## config.mk

```make
export PLATFORM = sky130hd
export DESIGN_NAME = chm_hash
export DESIGN_NICKNAME = d
export VERILOG_FILES = /design/src/rtl/core/chm_pkg.sv /design/src/rtl/core/chm_hash.sv
export SDC_FILE = /design/constraint.sdc
export NUM_CORES = 2
export LEC_CHECK = 0
export BUFFER_PORTS_ARGS = -buffer_cell sky130_fd_sc_hd__clkbuf_2
export CORE_MARGIN = 2
export CORE_UTILIZATION = 40
export CTS_CLUSTER_SIZE = 40
export DETAILED_ROUTE_END_ITERATION = 10
export PLACE_DENSITY = 0.53
export SLEW_MARGIN = 5
export SYNTH_ARGS = -nofsm -noshare
export SYNTH_HDL_FRONTEND = slang
export SYNTH_SLANG_ARGS = --single-unit
export TNS_END_PERCENT = 30
```

## constraint.sdc

```tcl
create_clock -name clk -period 11 [get_ports clk]
set_input_delay 0 -clock clk [delete_from_list [all_inputs] [get_ports clk]]
set_output_delay 0 -clock clk [all_outputs]
set_load 0.005 [all_outputs]
```

## src/rtl/core/chm_pkg.sv

```systemverilog
// Shared constants and codes for the chained hash map core.
// No dependencies; imported by chm_hash and chained_hash_map_u64_core.
package chm_pkg;

    localparam int KEY_W    = 64;
    localparam int HASH_W   = 32;
    localparam int HANDLE_W = 10;
    localparam int OP_W     = 2;
    localparam int STATUS_W = 2;

    localparam int SH_A = 18;
    localparam int SH_B = 31;
    localparam int SH_C = 11;
    localparam int SH_D = 6;
    localparam int SH_E = 22;
    localparam int HASH_STEPS = 6;

    localparam logic [OP_W-1:0] OP_LOOKUP = 2'd0;
    localparam logic [OP_W-1:0] OP_INSERT = 2'd1;
    localparam logic [OP_W-1:0] OP_DELETE = 2'd2;

    localparam logic [STATUS_W-1:0] ST_OK        = 2'd0;
    localparam logic [STATUS_W-1:0] ST_NOT_FOUND = 2'd1;
    localparam logic [STATUS_W-1:0] ST_FULL      = 2'd2;
    localparam logic [STATUS_W-1:0] ST_NO_CUR    = 2'd3;

endpackage

```

## src/rtl/core/chm_hash.sv

```systemverilog
// Iterative 64-to-32 shift hash followed by a reciprocal-multiply modulo reduction.
// Depends on chm_pkg.
module chm_hash #(
    parameter int BUCKETS = 1021
) (
    input  logic                        clk,
    input  logic                        rst_n,
    input  logic                        start,
    input  logic [chm_pkg::KEY_W-1:0]   key,
    output logic                        done,
    output logic [$clog2(BUCKETS)-1:0]  bucket
);
    import chm_pkg::*;

    localparam int BW        = $clog2(BUCKETS);
    localparam int LO_W      = 16;
    localparam int MW        = 17;
    localparam int PW        = HASH_W + MW;
    localparam int AW        = PW + LO_W;
    localparam int SHIFT     = HASH_W + BW;
    localparam int MOD_STEPS = 4;
    localparam int CW        = $clog2(HASH_STEPS);
    localparam logic [63:0]       RECIP    = (64'd1 << SHIFT) / 64'(BUCKETS);
    localparam logic [MW-1:0]     RECIP_LO = {1'b0, RECIP[LO_W-1:0]};
    localparam logic [MW-1:0]     RECIP_HI = RECIP[LO_W+MW-1:LO_W];
    localparam logic [MW-1:0]     BMOD_M   = MW'(BUCKETS);
    localparam logic [HASH_W-1:0] BMOD     = HASH_W'(BUCKETS);

    typedef enum logic [1:0] {H_IDLE, H_MIX, H_MOD} hstate_t;

    hstate_t            state_reg;
    logic [CW-1:0]      cnt_reg;
    logic [KEY_W-1:0]   h_reg;
    logic [KEY_W-1:0]   h_next;
    logic [AW-1:0]      acc_reg;
    logic [HASH_W-1:0]  r_reg;
    logic [HASH_W-1:0]  r_fix;
    logic [HASH_W-1:0]  q_est;
    logic [HASH_W-1:0]  mul_a;
    logic [MW-1:0]      mul_b;
    logic [PW-1:0]      mul_p;
    logic               done_reg;

    always_comb
    begin
        case (cnt_reg)
            CW'(0):  h_next = ~h_reg + (h_reg << SH_A);
            CW'(1):  h_next = h_reg ^ (h_reg >> SH_B);
            CW'(2):  h_next = (h_reg << 4) + (h_reg << 2) + h_reg;
            CW'(3):  h_next = h_reg ^ (h_reg >> SH_C);
            CW'(4):  h_next = h_reg + (h_reg << SH_D);
            default: h_next = h_reg ^ (h_reg >> SH_E);
        endcase
        q_est = HASH_W'(acc_reg >> SHIFT);
        mul_a = h_reg[HASH_W-1:0];
        mul_b = RECIP_LO;
        case (cnt_reg)
            CW'(1):  mul_b = RECIP_HI;
            CW'(2):
            begin
                mul_a = q_est;
                mul_b = BMOD_M;
            end
            default: ;
        endcase
        mul_p = PW'(mul_a) * PW'(mul_b);
        r_fix = (r_reg >= BMOD) ? (r_reg - BMOD) : r_reg;
    end

    always_ff @(posedge clk or negedge rst_n)
    begin
        if (!rst_n)
        begin
            state_reg <= H_IDLE;
            cnt_reg   <= '0;
            done_reg  <= 1'b0;
        end
        else
        begin
            done_reg <= 1'b0;
            case (state_reg)
                H_IDLE:
                begin
                    if (start)
                    begin
                        h_reg     <= key;
                        cnt_reg   <= '0;
                        state_reg <= H_MIX;
                    end
                end
                H_MIX:
                begin
                    h_reg <= h_next;
                    if (cnt_reg == CW'(HASH_STEPS - 1))
                    begin
                        cnt_reg   <= '0;
                        state_reg <= H_MOD;
                    end
                    else
                    begin
                        cnt_reg <= cnt_reg + 1'b1;
                    end
                end
                H_MOD:
                begin
                    case (cnt_reg)
                        CW'(0):  acc_reg <= AW'(mul_p);
                        CW'(1):  acc_reg <= acc_reg + {mul_p, {LO_W{1'b0}}};
                        CW'(2):  r_reg <= h_reg[HASH_W-1:0] - mul_p[HASH_W-1:0];
                        default: r_reg <= r_fix;
                    endcase
                    if (cnt_reg == CW'(MOD_STEPS - 1))
                    begin
                        done_reg  <= 1'b1;
                        state_reg <= H_IDLE;
                    end
                    else
                    begin
                        cnt_reg <= cnt_reg + 1'b1;
                    end
                end
                default: state_reg <= H_IDLE;
            endcase
        end
    end

    assign done   = done_reg;
    assign bucket = r_reg[BW-1:0];

endmodule

```

==> results.py <==
metrics = {
    "setup_path": {
        "arrival_ns": 10.79,
        "r2r_slack_ns": 0.47,
        "rr_worst_depth": 39,
        "end_kind": "flip-flop",
        "slowest_delay_ns": 0.56,
        "cpMaxStageDelayCell": "fa_1",
        "critPathMaxFanout": 21,
        "crit_path_frequent_cell": "inv_1",
        "path_class": "flip-flop to flip-flop",
        "crit_path_start_kind": "flip-flop",
        "worstPathRequired_ns": 11.26,
        "r2r-end": "acc_reg[63]$_SDFFCE_PN0P_",
        "crit-reg2reg-launch": "cnt_reg[0]$_DFFE_PN0P_",
    },
    "synth": {
        "synth_edf_count": 145,
        "yosysTopAreaCellShare_pct": 18.3,
        "synth-xor-area-share_pct": 7.30,
        "yosys_warnings": 0,
        "synth_common_cells": "inv_1, ha_1, a21oi_1, nand2_1, fa_1",
        "async_reset_ff_share_pct": 3.97,
        "ys.flop_type": "edfxtp_1",
        "synthMuxAreaShare_pct": 0.949,
        "synth_cell_types": 95,
        "synth_simple_gate_area_share_pct": 13.5,
        "synth_top_family_by_area": "adder cells",
        "syn_inst": 4774,
        "synth_compound_area_share_pct": 22.9,
        "yosysMostFrequentCell": "inv_1",
        "yosysTopAreaCell": "fa_1",
        "synth_seq_cells": 151,
        "yosysSeqAreaShare_pct": 11.7,
        "synth_area_sq_um": 38600,
        "synth.avg_cell_area_sq_um": 8.09,
        "synth_fa_ha_area_share_pct": 34.4,
        "yosys-top-cells-area": "fa_1, ha_1, edfxtp_1, inv_1, a21oi_1",
    },
    "final_layout": {
        "multi_input_comb_area_sq_um": 30800,
        "fillCellCount": 9825,
        "final_layout_size_suffix_gt1_share_pct": 5.87,
        "finalNetCount": 5728,
        "area_growth_pct": 8.44,
        "largest_reg_flops": 64,
        "seqCellArea_sq_um": 4500,
    },
    "clocking": {
        "h-tree-depth": 4,
        "clock_path_buffers": 2,
        "clk_latency_ns": 0.54,
        "cts_tree": "yes",
        "cts_root_buffer": "clkbuf_16",
        "cts_buffers": 17,
        "clk_transition_reported_paths_ns": 0.07,
        "cts_sinks": 151,
    },
    "place": {
        "gp_congestion": 1.02,
        "port_buffers": 77,
        "dpl.hpwl_um": 123000,
    },
    "routing": {
        "drcViolationCount": 0,
        "first_pass_iters": 8,
        "drt_iter0_markers": 4172,
        "viasPerCell": 5.93,
        "routed_wl_um": 152000,
        "num_vias": 36200,
        "routedWlPerCell_um": 25.0,
        "ant_nets": 0,
    },
    "sta": {
        "finalHoldViolCount": 0,
        "finalSetupViolations": 0,
        "skew_ns": 0.0251,
        "max_slew_margin_pct": 13.8,
        "rsz0062_at_grt": "no",
        "fin_tns_setup_ns": 0,
        "min_period_over_period_pct": 95.8,
        "max_freq_mhz": 94.9,
        "worst_pin_slew_ns": 1.28,
        "slew_viol_final": 0,
        "fin_crit_ns": 10.53,
    },
    "grt": {
        "grt_max_degree": 99,
        "grt_pass1_wl_um": 226000,
        "grt_pass1_vias": 34700,
        "grt_overflow_total": 0,
        "antenna_found_initial": 3,
        "grt_usage_pct": 30.5,
    },
    "die": {
        "die_area_sq_um": 99100,
        "die_w_um": 315,
        "die_h_um": 315,
        "fp-row-count": 114,
        "start_util_pct": 40.1,
        "coreArea_sq_um": 96300,
        "num_io_pins": 78,
    },
    "hold_path": {
        "hold_path_depth": 4,
        "hp-start": "key[59]",
        "hold_path.class": "input pin to flip-flop",
        "whs_endpoint": "h_reg[59]$_DFFE_PP_",
    },
    "outcome": {
        "status": "completed",
    },
    "flow_run": {
        "drv_cap": 0,
    },
}
==> logic make-up after synthesis <==
kind of cell	count (synthesis)
compound gates	1350
simple gates	1129
buf+inv	939
fa+ha+maj	849
xor+xnor	319
flops	151
mux	35
other cells	2
==> per-stage QoR <==
| stage | worst slack, ns | instance area [sq um] | util (%) | hold slack [ns] | cells |
|---|---|---|---|---|---|
| global route | 0.0131 | 41900 | 43.5 | 0.0389 | 6101 |
| global placement | 0.0564 | 40500 | 42.1 | -0.0987 | 6002 |
| detailed placement | 0.0319 | 40500 | 42.1 | -0.101 | 6002 |
| floorplan | 1.67 | 38800 | - | -0.296 | 4809 |
| CTS | 0.212 | 41800 | 43.4 | 0.00380 | 6100 |
| finish | 0.466 | 41900 | 43.5 | 0.0394 | 6103 |
==> layout make-up <==
cell class              instances  area share, %
clock buffers                  17           1.02
multi-input cells            3720           73.6
diodes                          2         0.0119
repair buffers                231           4.14
well taps                    1276           3.81
flip-flops and latches        151           10.8
inverters                     691           6.19
clock inverters                15          0.496
==> layer usage <==
layer	track usage, %	wire (um)	up-vias
li1	-	-	16700
met1	44.4	68700	17700
met2	45.2	64500	1529
met3	5.80	13800	274
met4	9.90	5330	2
met5	0	13	-
==> critical path: cells and delay by family (launching register included) <==
family                     cells  cell delay (ns)
adders and majority gates      9             4.06
AOI/OAI and AO/OA             11             2.52
and+or+nand+nor               10             2.38
buffers and inverters          9             0.85
DFF                            1             0.43
==> cells in the final DEF, fill, tap and decap left out, types with 47 or more instances in the layout <==
cell and instances:
a21o_1 182, a21oi_1 364, a31oi_1 61, buf_4 87, clkbuf_2 77, dlygate4sd3_1 64
edfxtp_1 145, fa_1 353, ha_1 489, inv_1 686, nand2_1 369, nand3_1 68
nand4_1 69, nor2_1 336, nor3_1 60, o21ai_0 253, o21bai_1 47, o221ai_1 54
xnor2_1 174, xor2_1 143
==> what timing repair did <==
item,CTS,global route
pin swaps,0,1
setup endpoints to repair,1,9
gates resized for setup,0,20
hold buffers,64,0
gates cloned,0,1
endpoints found under the hold margin,68,0
buffers inserted,2,0
==> worst max-delay path by stage <==
stage,from,to,slack [ns],depth (start not counted)
final,cnt_reg[0]$_DFFE_PN0P_,acc_reg[63]$_SDFFCE_PN0P_,0.47,39
after CTS,cnt_reg[0]$_DFFE_PN0P_,acc_reg[63]$_SDFFCE_PN0P_,0.21,39
after global routing,cnt_reg[0]$_DFFE_PN0P_,acc_reg[59]$_SDFFCE_PN0P_,0.01,42
after detailed placement,cnt_reg[0]$_DFFE_PN0P_,acc_reg[63]$_SDFFCE_PN0P_,0.03,36
after floorplan,cnt_reg[1]$_DFFE_PN0P_,acc_reg[55]$_SDFFCE_PN0P_,1.67,40
after global placement,cnt_reg[0]$_DFFE_PN0P_,acc_reg[63]$_SDFFCE_PN0P_,0.06,36
Power is left out: the tool's default activity adds up to more than one toggle a clock period on the data nets, which glitch-free logic cannot reach.
